--- src/rtl/mexp_pkg.sv ---
`timescale 1ns / 1ps

package mexp_pkg;

  // Word width of every field on the channels
  localparam int unsigned DATA_WIDTH = 32;

  // The modular multiplier consumes one multiplier bit per cycle
  localparam int unsigned MUL_STEPS = DATA_WIDTH;
  localparam int unsigned MUL_CNT_W = $clog2(MUL_STEPS);

  // Operand selection when a modular multiply is started
  typedef enum logic [1:0] {
    OP_REDUCE,
    OP_SQUARE,
    OP_MULT
  } mul_op_e;

  // Controller states
  typedef enum logic [3:0] {
    ST_IDLE,
    ST_CHECK,
    ST_REDUCE,
    ST_START_SQ,
    ST_SQUARE,
    ST_SQ_DONE,
    ST_MULT,
    ST_MUL_DONE,
    ST_FINISH
  } ctrl_state_e;

  // Commands from controller to datapath
  typedef struct packed {
    logic    load;       // capture base and exponent
    logic    start;      // start a modular multiply
    mul_op_e op;         // operands for the multiply being started
    logic    step;       // run one multiplier bit
    logic    dest_base;  // final product goes to base instead of acc
    logic    acc_one;    // force acc to 1 (zero exponent)
    logic    exp_shift;  // advance to next exponent bit
    logic    res_load;   // load the output register from acc
  } dp_cmd_t;

  // Status from datapath to controller
  typedef struct packed {
    logic exp_zero;
    logic exp_bit;
    logic exp_last;
    logic mul_last;
  } dp_status_t;

endpackage

--- src/rtl/mexp_in_if.sv ---
`timescale 1ns / 1ps

interface mexp_in_if import mexp_pkg::*; ();
  logic                  valid;
  logic                  ready;
  logic [DATA_WIDTH-1:0] base_value;
  logic [DATA_WIDTH-1:0] exponent;

  modport source (output valid, output base_value, output exponent, input ready);
  modport sink (input valid, input base_value, input exponent, output ready);
endinterface

--- src/rtl/mexp_out_if.sv ---
`timescale 1ns / 1ps

interface mexp_out_if import mexp_pkg::*; ();
  logic                  valid;
  logic                  ready;
  logic [DATA_WIDTH-1:0] power_result;

  modport source (output valid, output power_result, input ready);
  modport sink (input valid, input power_result, output ready);
endinterface

--- src/rtl/mexp_cfg_if.sv ---
`timescale 1ns / 1ps

interface mexp_cfg_if import mexp_pkg::*; ();
  logic                  valid;
  logic                  ready;
  logic [DATA_WIDTH-1:0] modulus;

  modport source (output valid, output modulus, input ready);
  modport sink (input valid, input modulus, output ready);
endinterface

--- src/rtl/mexp_datapath.sv ---
`timescale 1ns / 1ps

module mexp_datapath import mexp_pkg::*; #(
  parameter int unsigned MOD_WIDTH = 32,
  parameter int unsigned EXP_WIDTH = 32
) (
  input  logic                  clk_i,
  input  logic                  rst_ni,
  input  logic                  cfg_we_i,
  input  logic [DATA_WIDTH-1:0] cfg_modulus_i,
  input  logic [DATA_WIDTH-1:0] base_value_i,
  input  logic [DATA_WIDTH-1:0] exponent_i,
  input  dp_cmd_t               cmd_i,
  output dp_status_t            status_o,
  output logic [DATA_WIDTH-1:0] power_result_o
);

  localparam int unsigned EXP_CNT_W = $clog2(EXP_WIDTH + 1);
  localparam int unsigned SUM_W     = MOD_WIDTH + 2;

  logic [MOD_WIDTH-1:0]  mod_q, mod_d;
  logic [MOD_WIDTH-1:0]  acc_q, acc_d;
  logic [MOD_WIDTH-1:0]  base_q, base_d;
  logic [MOD_WIDTH-1:0]  mcand_q, mcand_d;
  logic [MOD_WIDTH-1:0]  r_q, r_d;
  logic [DATA_WIDTH-1:0] mplier_q, mplier_d;
  logic [EXP_WIDTH-1:0]  exp_q, exp_d;
  logic [EXP_CNT_W-1:0]  exp_cnt_q, exp_cnt_d;
  logic [MUL_CNT_W-1:0]  step_q, step_d;
  logic [DATA_WIDTH-1:0] result_q, result_d;

  logic [MOD_WIDTH-1:0]            cfg_mod;
  logic [MOD_WIDTH-1:0]            one_mod;
  logic [EXP_WIDTH+DATA_WIDTH-1:0] exp_ext;
  logic [MOD_WIDTH-1:0]            addend;
  logic [SUM_W-1:0]                sum, mod1, mod2, dif1, dif2;
  logic [MOD_WIDTH-1:0]            r_next;
  logic                            mul_done;

  // Modulus write: zero is out of range and stands for one
  assign cfg_mod = cfg_modulus_i[MOD_WIDTH-1:0];
  assign mod_d   = (cfg_mod == '0) ? MOD_WIDTH'(1) : cfg_mod;

  // 1 mod m
  assign one_mod = (mod_q == MOD_WIDTH'(1)) ? '0 : MOD_WIDTH'(1);

  // Exponent fitted to EXP_WIDTH (zero-extend or truncate)
  assign exp_ext = {{EXP_WIDTH{1'b0}}, exponent_i};

  // One bit of interleaved multiply: r = 2r + bit*mcand, then reduce (result < 3m)
  assign addend = mplier_q[DATA_WIDTH-1] ? mcand_q : '0;
  assign sum    = {1'b0, r_q, 1'b0} + {2'b00, addend};
  assign mod1   = {2'b00, mod_q};
  assign mod2   = {1'b0, mod_q, 1'b0};
  assign dif1   = sum - mod1;
  assign dif2   = sum - mod2;

  always_comb begin
    if (sum >= mod2) begin
      r_next = dif2[MOD_WIDTH-1:0];
    end else if (sum >= mod1) begin
      r_next = dif1[MOD_WIDTH-1:0];
    end else begin
      r_next = sum[MOD_WIDTH-1:0];
    end
  end

  assign mul_done = cmd_i.step && (step_q == '0);

  // Next-state logic for the datapath registers
  always_comb begin
    acc_d     = acc_q;
    base_d    = base_q;
    mcand_d   = mcand_q;
    r_d       = r_q;
    mplier_d  = mplier_q;
    exp_d     = exp_q;
    exp_cnt_d = exp_cnt_q;
    step_d    = step_q;
    result_d  = result_q;

    if (cmd_i.load) begin
      mplier_d  = base_value_i;
      exp_d     = exp_ext[EXP_WIDTH-1:0];
      exp_cnt_d = EXP_CNT_W'(EXP_WIDTH);
    end

    if (cmd_i.acc_one) begin
      acc_d = MOD_WIDTH'(1);
    end

    if (cmd_i.start) begin
      r_d    = '0;
      step_d = MUL_CNT_W'(MUL_STEPS - 1);
      case (cmd_i.op)
        OP_REDUCE: begin
          // base mod m computed as base * (1 mod m); acc starts at 1 mod m
          mcand_d = one_mod;
          acc_d   = one_mod;
        end
        OP_SQUARE: begin
          mplier_d = DATA_WIDTH'(acc_q);
          mcand_d  = acc_q;
        end
        OP_MULT: begin
          mplier_d = DATA_WIDTH'(acc_q);
          mcand_d  = base_q;
        end
        default: begin
          mcand_d = mcand_q;
        end
      endcase
    end

    if (cmd_i.step) begin
      r_d      = r_next;
      mplier_d = {mplier_q[DATA_WIDTH-2:0], 1'b0};
      step_d   = step_q - MUL_CNT_W'(1);
    end

    // Final product written straight to its destination
    if (mul_done) begin
      if (cmd_i.dest_base) begin
        base_d = r_next;
      end else begin
        acc_d = r_next;
      end
    end

    if (cmd_i.exp_shift) begin
      exp_d     = {exp_q[EXP_WIDTH-2:0], 1'b0};
      exp_cnt_d = exp_cnt_q - EXP_CNT_W'(1);
    end

    if (cmd_i.res_load) begin
      result_d = DATA_WIDTH'(acc_q);
    end
  end

  // Control-like registers with reset
  always_ff @(posedge clk_i or negedge rst_ni) begin
    if (!rst_ni) begin
      mod_q     <= MOD_WIDTH'(1);
      step_q    <= '0;
      exp_cnt_q <= '0;
    end else begin
      if (cfg_we_i) begin
        mod_q <= mod_d;
      end
      step_q    <= step_d;
      exp_cnt_q <= exp_cnt_d;
    end
  end

  // Payload registers
  always_ff @(posedge clk_i) begin
    acc_q    <= acc_d;
    base_q   <= base_d;
    mcand_q  <= mcand_d;
    r_q      <= r_d;
    mplier_q <= mplier_d;
    exp_q    <= exp_d;
    result_q <= result_d;
  end

  // Status
  assign status_o.exp_zero = (exp_q == '0);
  assign status_o.exp_bit  = exp_q[EXP_WIDTH-1];
  assign status_o.exp_last = (exp_cnt_q == EXP_CNT_W'(1));
  assign status_o.mul_last = (step_q == '0);

  assign power_result_o = result_q;

endmodule

--- src/rtl/mexp_ctrl.sv ---
`timescale 1ns / 1ps

module mexp_ctrl import mexp_pkg::*; (
  input  logic       clk_i,
  input  logic       rst_ni,
  input  logic       in_valid_i,
  output logic       in_ready_o,
  output logic       out_valid_o,
  input  logic       out_ready_i,
  input  dp_status_t status_i,
  output dp_cmd_t    cmd_o
);

  ctrl_state_e state_q, state_d;
  logic        out_valid_q, out_valid_d;

  // State and output-valid registers
  always_ff @(posedge clk_i or negedge rst_ni) begin
    if (!rst_ni) begin
      state_q     <= ST_IDLE;
      out_valid_q <= 1'b0;
    end else begin
      state_q     <= state_d;
      out_valid_q <= out_valid_d;
    end
  end

  // Next state and commands
  always_comb begin
    state_d    = state_q;
    in_ready_o = 1'b0;
    cmd_o      = '0;
    cmd_o.op   = OP_SQUARE;

    unique case (state_q)
      ST_IDLE: begin
        in_ready_o = 1'b1;
        if (in_valid_i) begin
          cmd_o.load = 1'b1;
          state_d    = ST_CHECK;
        end
      end
      ST_CHECK: begin
        if (status_i.exp_zero) begin
          cmd_o.acc_one = 1'b1;
          state_d       = ST_FINISH;
        end else begin
          cmd_o.start = 1'b1;
          cmd_o.op    = OP_REDUCE;
          state_d     = ST_REDUCE;
        end
      end
      ST_REDUCE: begin
        cmd_o.step      = 1'b1;
        cmd_o.dest_base = 1'b1;
        if (status_i.mul_last) begin
          state_d = ST_START_SQ;
        end
      end
      ST_START_SQ: begin
        cmd_o.start = 1'b1;
        cmd_o.op    = OP_SQUARE;
        state_d     = ST_SQUARE;
      end
      ST_SQUARE: begin
        cmd_o.step = 1'b1;
        if (status_i.mul_last) begin
          state_d = ST_SQ_DONE;
        end
      end
      ST_SQ_DONE: begin
        if (status_i.exp_bit) begin
          cmd_o.start = 1'b1;
          cmd_o.op    = OP_MULT;
          state_d     = ST_MULT;
        end else begin
          cmd_o.exp_shift = 1'b1;
          if (status_i.exp_last) begin
            state_d = ST_FINISH;
          end else begin
            cmd_o.start = 1'b1;
            cmd_o.op    = OP_SQUARE;
            state_d     = ST_SQUARE;
          end
        end
      end
      ST_MULT: begin
        cmd_o.step = 1'b1;
        if (status_i.mul_last) begin
          state_d = ST_MUL_DONE;
        end
      end
      ST_MUL_DONE: begin
        cmd_o.exp_shift = 1'b1;
        if (status_i.exp_last) begin
          state_d = ST_FINISH;
        end else begin
          cmd_o.start = 1'b1;
          cmd_o.op    = OP_SQUARE;
          state_d     = ST_SQUARE;
        end
      end
      ST_FINISH: begin
        // wait until the output register is free
        if (!out_valid_q || out_ready_i) begin
          cmd_o.res_load = 1'b1;
          state_d        = ST_IDLE;
        end
      end
      default: begin
        state_d = ST_IDLE;
      end
    endcase
  end

  // Output word valid
  always_comb begin
    if (cmd_o.res_load) begin
      out_valid_d = 1'b1;
    end else if (out_ready_i) begin
      out_valid_d = 1'b0;
    end else begin
      out_valid_d = out_valid_q;
    end
  end

  assign out_valid_o = out_valid_q;

endmodule

--- src/rtl/modular_exponentiation.sv ---
`timescale 1ns / 1ps

// Modular exponentiation: power_result = base_value ^ exponent mod modulus.
// Channels: in_i takes a word of base_value and exponent, out_o returns one
// power_result word per input word, cfg_i writes the modulus (always ready).
// The user must write the modulus only while the block is idle; the block
// itself does not enforce this. Zero acts as one. An exponent of zero
// returns 1 without reduction. Otherwise the base is first reduced, then
// each of the EXP_WIDTH exponent bits costs a square plus a multiply when
// the bit is set. The run time is set by the bit-serial modular
// multiplier, which consumes one multiplier bit per cycle.
// One word is processed at a time; in_i is ready again once the result is
// in the output register, so a new word can start while out_o is stalled.
// If the receiver stalls, the next finished result waits inside the block.
// Reset returns the controller to idle, clears out_o valid and sets the
// modulus to 1.
module modular_exponentiation import mexp_pkg::*; #(
  parameter int unsigned MOD_WIDTH = 32,
  parameter int unsigned EXP_WIDTH = 32
) (
  input logic       clk_i,
  input logic       rst_ni,
  mexp_cfg_if.sink  cfg_i,
  mexp_in_if.sink   in_i,
  mexp_out_if.source out_o
);

  dp_cmd_t    cmd;
  dp_status_t status;
  logic       cfg_we;

  assign cfg_i.ready = 1'b1;
  assign cfg_we      = cfg_i.valid;

  mexp_ctrl u_ctrl (
    .clk_i       (clk_i),
    .rst_ni      (rst_ni),
    .in_valid_i  (in_i.valid),
    .in_ready_o  (in_i.ready),
    .out_valid_o (out_o.valid),
    .out_ready_i (out_o.ready),
    .status_i    (status),
    .cmd_o       (cmd)
  );

  mexp_datapath #(
    .MOD_WIDTH (MOD_WIDTH),
    .EXP_WIDTH (EXP_WIDTH)
  ) u_datapath (
    .clk_i          (clk_i),
    .rst_ni         (rst_ni),
    .cfg_we_i       (cfg_we),
    .cfg_modulus_i  (cfg_i.modulus),
    .base_value_i   (in_i.base_value),
    .exponent_i     (in_i.exponent),
    .cmd_i          (cmd),
    .status_o       (status),
    .power_result_o (out_o.power_result)
  );

endmodule

--- src/flat_wrapper.sv ---
// flat-port wrapper written by rule: the top's interface ports become plain ports
module modular_exponentiation_flat import mexp_pkg::*;
#(
  parameter int unsigned MOD_WIDTH = 32,
  parameter int unsigned EXP_WIDTH = 32
)
  (clk_i, rst_ni, cfg_i_valid, cfg_i_modulus, cfg_i_ready, in_i_valid, in_i_base_value, in_i_exponent, in_i_ready, out_o_valid, out_o_power_result, out_o_ready);
  mexp_cfg_if cfg_i_i ();
  mexp_in_if in_i_i ();
  mexp_out_if out_o_i ();
  input logic clk_i;
  input logic rst_ni;
  input wire logic [$bits(cfg_i_i.valid)-1:0] cfg_i_valid;
  input wire logic [$bits(cfg_i_i.modulus)-1:0] cfg_i_modulus;
  output wire logic [$bits(cfg_i_i.ready)-1:0] cfg_i_ready;
  input wire logic [$bits(in_i_i.valid)-1:0] in_i_valid;
  input wire logic [$bits(in_i_i.base_value)-1:0] in_i_base_value;
  input wire logic [$bits(in_i_i.exponent)-1:0] in_i_exponent;
  output wire logic [$bits(in_i_i.ready)-1:0] in_i_ready;
  output wire logic [$bits(out_o_i.valid)-1:0] out_o_valid;
  output wire logic [$bits(out_o_i.power_result)-1:0] out_o_power_result;
  input wire logic [$bits(out_o_i.ready)-1:0] out_o_ready;
  assign cfg_i_i.valid = cfg_i_valid;
  assign cfg_i_i.modulus = cfg_i_modulus;
  assign cfg_i_ready = cfg_i_i.ready;
  assign in_i_i.valid = in_i_valid;
  assign in_i_i.base_value = in_i_base_value;
  assign in_i_i.exponent = in_i_exponent;
  assign in_i_ready = in_i_i.ready;
  assign out_o_valid = out_o_i.valid;
  assign out_o_power_result = out_o_i.power_result;
  assign out_o_i.ready = out_o_ready;
  modular_exponentiation #(.MOD_WIDTH(MOD_WIDTH), .EXP_WIDTH(EXP_WIDTH)) u_core (.clk_i(clk_i), .rst_ni(rst_ni), .cfg_i(cfg_i_i), .in_i(in_i_i), .out_o(out_o_i));
endmodule
--- config.mk ---
export PLATFORM = sky130hd
export DESIGN_NAME = modular_exponentiation_flat
export DESIGN_NICKNAME = d
export VERILOG_FILES = /design/src/rtl/mexp_pkg.sv /design/src/rtl/mexp_in_if.sv /design/src/rtl/mexp_out_if.sv /design/src/rtl/mexp_cfg_if.sv /design/src/rtl/mexp_datapath.sv /design/src/rtl/mexp_ctrl.sv /design/src/rtl/modular_exponentiation.sv /design/src/flat_wrapper.sv
export SDC_FILE = /design/constraint.sdc
export NUM_CORES = 1
export LEC_CHECK = 0
export ABC_AREA = 1
export BUFFER_PORTS_ARGS = -buffer_cell sky130_fd_sc_hd__buf_4
export CORE_MARGIN = 1
export CORE_UTILIZATION = 55
export CTS_BUF_LIST = sky130_fd_sc_hd__clkbuf_16
export CTS_CLUSTER_SIZE = 14
export DETAILED_ROUTE_END_ITERATION = 6
export HOLD_SLACK_MARGIN = 0.02
export PLACE_DENSITY = 0.74
export SLEW_MARGIN = 20
export SYNTH_ARGS = -nofsm -noshare
export SYNTH_HDL_FRONTEND = slang
export SYNTH_SLANG_ARGS = --single-unit
--- constraint.sdc ---
create_clock -name clk_i -period 4.85 [get_ports clk_i]
set_input_delay 0.97 -clock clk_i [delete_from_list [all_inputs] [get_ports clk_i]]
set_output_delay 0.97 -clock clk_i [all_outputs]
set_load 0.01 [all_outputs]
==> After elaboration in Yosys (flattened, before gate mapping) <==
Index checks and enable logic that the tools add are counted.
{ "classes": {"n_addsub": 5, "mux": 49, "reduce_logical": 17, "n_eq_ne": 17, "n_lt_le_gt_ge": 2} }
{ "ops": {"columns": ["cell", "count"], "rows": [
  ["$mux W32", 17],
  ["$pmux W32 S3", 1],
  ["$logic_not A32 Y1", 2],
  ["$sub A32 B32 Y32", 2],
  ["$pmux W4 S9", 1],
  ["$add A33 B32 Y34", 1],
  ["$ge A34 B32 Y1", 1],
  ["$ge A34 B33 Y1", 1],
  ["$eq A32 B1 Y1 const B", 1],
  ["$mux W4", 8],
  ["$eq A4 B3 Y1 const B", 4],
  ["$mux W1", 13],
  ["$mux W6", 2],
  ["$pmux W3 S4", 1],
  ["$mux W5", 2],
  ["$mux W3", 3],
  ["$eq A4 B2 Y1 const B", 2],
  ["$eq A6 B1 Y1 const B", 1],
  ["$ne A2 B1 Y1 const B", 3],
  ["$reduce_bool A2 Y1", 3],
  ["$sub A6 B1 Y6 const B", 1],
  ["$logic_not A5 Y1", 1],
  ["$reduce_and A5 Y1", 1],
  ["$sub A5 B1 Y5 const B", 1],
  ["other kinds (15)", 17]
]} }
{ "totals": {"out_inout_bits": 35, "word_cells": 104, "regBits": 272, "inputBits": 101} }

==> Logic depth before layout (Yosys ltp) <==
{ "depth": {"word_depth": 9, "ltp_mapped": 33, "ltp_nobuf": 31} }

==> Modules after synthesis <==
A second synthesis with hierarchy kept.
{ "hier_totals": {"hier_cells": 2416, "hier_area_um2": 18013.5} }
{ "modules_own_cells": {"columns": ["mod", "cells_each", "seq_area_each_um2", "instances", "area_each_um2"], "rows": [
  ["mexp_datapath", 2356, 7153.1, 1, 17635.7],
  ["mexp_ctrl", 58, 125.1, 1, 366.6],
  ["modular_exponentiation", 2, 0.0, 1, 11.3]
]} }

==> Worst setup path before layout <==
No wires, ideal clock.
{ "synth_timing": {"kind": "reg-to-reg", "start": "register u_core.u_datapath.step_q[0]", "end": "register u_core.u_datapath.base_q[0] (enable)", "setup_time_ps": 501, "required_ps": 4349, "period_less_slack_ps": 4297, "path_buffers": 0, "slack_ps": 553, "arrival_time_ps": 3795, "path_stages_with_launch": 5, "path_cell_list": "dfrtp_1 -> inv_1 -> ha_1 -> nand3_1 -> nor4_1"} }
{ "synth_between": {"elab_chain_len": 3} }
{ "synth_lines": {"columns": ["element", "line_no", "rtl"], "rows": [
  ["start: declaration", "mexp_datapath.sv:29", "logic [MUL_CNT_W-1:0] step_q, step_d;"],
  ["start signal: assignment", "mexp_datapath.sv:150", "step_q <= step_d;"],
  ["$logic_not A5 Y1", "mexp_datapath.sv:68", "assign mul_done = cmd_i.step && (step_q == '0);"],
  ["$logic_and A1 B1 Y1", "mexp_datapath.sv:68", null],
  ["$reduce_and A2 Y1 (no line)", null, null],
  ["end signal: assignment", "mexp_datapath.sv:158", "base_q <= base_d;"],
  ["end: declaration", "mexp_datapath.sv:23", "logic [MOD_WIDTH-1:0] base_q, base_d;"]
]} }
Every way passes these cells.
A chain may end at the register's enable or synchronous reset.

==> Worst setup path in the final report <==
{ "layout_timing": {"start": "register u_core.u_datapath.mplier_q[31]", "end": "register u_core.u_datapath.r_q[25] (data pin)"} }
{ "layout_between": {"elab_chain_len": 6, "elab_cells_between_ends": 9, "classes_between": "add/sub: 3; order compare: 2; mux: 4"} }
{ "layout_lines": {"columns": ["element", "line_no", "rtl"], "rows": [
  ["start: declaration", "mexp_datapath.sv:26", "logic [DATA_WIDTH-1:0] mplier_q, mplier_d;"],
  ["start signal: assignment", "mexp_datapath.sv:161", "mplier_q <= mplier_d;"],
  ["$mux W32 *", "mexp_datapath.sv:51", "assign addend = mplier_q[DATA_WIDTH-1] ? mcand_q : '0;"],
  ["$add A33 B32 Y34 *", "mexp_datapath.sv:52", "assign sum = {1'b0, r_q, 1'b0} + {2'b00, addend};"],
  ["$sub A32 B32 Y32 / $ge A34 B32 Y1 (equally long branches)", "mexp_datapath.sv:55, mexp_datapath.sv:61", null],
  ["$mux W32", "mexp_datapath.sv:61", "end else if (sum >= mod1) begin"],
  ["$mux W32 *", "mexp_datapath.sv:59", "if (sum >= mod2) begin"],
  ["$mux W32 *", "mexp_datapath.sv:115", "if (cmd_i.step) begin"],
  ["end signal: assignment", "mexp_datapath.sv:160", "r_q <= r_d;"],
  ["end: declaration", "mexp_datapath.sv:25", "logic [MOD_WIDTH-1:0] r_q, r_d;"]
]} }
Mark *: on every way between the ends. The rest lies on a longest branch, timed or not.

==> metrics.txt <==
antenna viol nets, final 0; Setup Skew ~0.019 ns; vias around 18000; placed cell count around 3000; H-tree Lvls 1; initial antenna violation count 0; drt first pass iters 6; Synth Net Count approximately 2600; Initial Util 0.559; post-detail-place hpwl 49.8 mm; Fillers roughly 2900; commonest cells in the netlist 694 x nand2_1, 330 x inv_1, 169 x a21oi_1; worst skew pair latency ~0.58 ns; synthesized area per cell between 7 and 8 sq um; fmax 209 MHz; measured slew at the worst slew-check pin ~1.1 ns; Yosys top cell area share 0.262; Synth area leader edfxtp_1; hold_ws around 0.45 ns; CP max-delay cell ha_1; flops & latches, synth about 270; Worst R2R End u_core.u_datapath.r_q[25]; Syn Std Cell Area about 18000 sq um; Total GRT Usage 0.371; CP Launch Type flop; clock buffer depth 3; YS warnings 0; Critical Path RT roughly 5.2 ns; global-route wire length before repair around 95 mm; core footprint 32600 sq um; FF-to-FF setup slack 0.08 ns; Nets roughly 2800; post-layout min period around 4.8 ns; setup TNS 0 ns; crit path capture type flop; min-delay worst type in2async; Slew headroom 0.259; die area roughly 34000 sq um; largest net degree at the start of global routing 94; Async S/R FF share, synth 0.176; # diodes 0; gr ovfl total 0; vias in the first global route 16573; Routed WL between 60 and 70 mm; I/O pin cnt roughly 140; sequential share of the synthesized area 0.399; CTS tree yes; PortBufs between 100 and 150; final count of negative-setup-slack endpoints 0; root buffer cell clkbuf_16; most frequent cell after synthesis nand2_1; fraction of layout instances using a drive strength above 1 0.136; Synth Flop Type edfxtp_1; Die Y around 180 microns; RD Place Congestion a little over 1; worst r2r src u_core.u_datapath.mplier_q[31]; Synth area leaders edfxtp_1 26%, nand2_1 14%, dfxtp_1 7.1%, ha_1 7.1%, inv_1 6.8%; CTS Hold Buffers Added 0; Syn Inst Count about 2400; reg2reg path depth 28; worst path arrival time just over 5 ns; row count 66; clock sinks 272; Area Overhead vs Synth 16.6%; fin crit share 0.984; CP max stage delay slightly above 0.4 ns; Pins Over Slew Limit 0; # DRC 0; drt via density 5.78; CP bufs+invs 7; status finished, final reports clean; Inserted Clock Buffers 31; Post-synth EDFFs 159; Hold Vio Cnt, Final 0; Clock transition at path regs 0.06 ns; DR WL/cell ~21 microns; Most common cell on crit path nand2_1; Initial DRC Count between 2000 and 2500; Worst Path Max Fanout 26; Distinct cells, synth 58; crit path kind reg2reg; width of the die 184 microns; critical path's top delay family simple AND/OR/NAND/NOR gates; fin cells between 3000 and 4000; max_cap viols 0; final core utilization 0.652
==> cell usage in the layout, fill, tap and decap left out, types with 18 or more instances in the layout <==
cell type / n
nand2_2: 22
o22ai_1: 31
nor4_1: 24
a21oi_1: 164
dfrtp_1: 47
nor2_1: 158
dfxtp_1: 64
ha_1: 97
o21ai_0: 145
inv_1: 333
edfxtp_1: 159
nand3_1: 151
clkbuf_16: 34
xnor2_1: 20
a22o_1: 30
o21bai_1: 18
nand4_1: 20
nand2_1: 692
buf_4: 202
xor2_1: 38
==> layout make-up <==
| class | instances | area [sq um] | share of cell area |
|---|---|---|---|
| Timing Repair Buffer | 211 | 1680 | 0.0791 |
| Tap cell | 442 | 553 | 0.0260 |
| Sequential cell | 272 | 7280 | 0.342 |
| Multi-Input combinational cell | 1755 | 9510 | 0.447 |
| Inverter | 332 | 1250 | 0.0586 |
| Clock buffer | 33 | 826 | 0.0388 |
| Clock inverter | 24 | 178 | 0.00835 |
==> logic make-up (layout without fill, tap and decap cells) <==
logic type | after synthesis | count (layout) | synth area share
AOI/OAI and AO/OA | 443 | 443 | 0.140
buffers and inverters | 406 | 600 | 0.0895
DFF | 272 | 272 | 0.399
and+or+nand+nor | 1144 | 1144 | 0.268
xor gates and xnor gates | 61 | 61 | 0.0293
adders and majority gates | 106 | 106 | 0.0740
other | 1 | 1 | 0.000206
==> worst max-delay path by stage <==
stage,slack [ns],startpoint,cells after the start,to
2_1_floorplan,0.55,u_core.u_datapath.step_q[0],4,u_core.u_datapath.base_q[0]
3_3_place_gp,0.11,u_core.u_datapath.mplier_q[31],25,u_core.u_datapath.r_q[30]
3_5_place_dp,-0.008,u_core.u_datapath.mplier_q[31],25,u_core.u_datapath.r_q[30]
4_1_cts,0.04,u_core.u_datapath.mplier_q[31],29,u_core.u_datapath.r_q[30]
5_1_grt,-0.05,u_core.u_datapath.mplier_q[31],29,u_core.u_datapath.r_q[23]
6_report,0.08,u_core.u_datapath.mplier_q[31],28,u_core.u_datapath.r_q[25]
==> routing by layer <==
| layer | track usage | wire length (microns) |
|---|---|---|
| met5 | 0 | 0 |
| met4 | 0.120 | 1950 |
| met3 | 0.0707 | 5400 |
| met2 | 0.569 | 27700 |
| met1 | 0.525 | 28600 |
==> registers in the layout (all words and copies together), names as in the netlist <==
| register | flops |
|---|---|
| u_core.u_datapath.mcand_q | 32 |
| u_core.u_datapath.mod_q | 32 |
| u_core.u_datapath.mplier_q | 32 |
| u_core.u_datapath.base_q | 32 |
| u_core.u_datapath.exp_q | 32 |
| u_core.u_ctrl.out_valid_o | 1 |
| u_core.u_datapath.r_q | 32 |
| u_core.u_datapath.acc_q | 32 |
| u_core.u_datapath.power_result_o | 32 |
| u_core.u_datapath.exp_cnt_q | 6 |
| u_core.u_ctrl.state_q | 4 |
| u_core.u_datapath.step_q | 5 |
==> repair_timing <==
item / 4_1_cts / 5_1_grt
resized for setup: 1 / 37
buffers inserted: 0 / 5
pin swaps: 0 / 4
gates cloned: 0 / 1
setup endpoints to repair: 1 / 96
==> metrics by stage <==
stage / area (sq um) / worst slack (ns)
floorplan: 18200 / 0.553
global placement: 20000 / 0.111
detailed placement: 20000 / -0.00787
CTS: 21000 / 0.0364
global route: 21300 / -0.0457
finish: 21300 / 0.0764
Power is left out: the tool's default activity adds up to more than one toggle a clock period on the data nets, which glitch-free logic cannot reach.
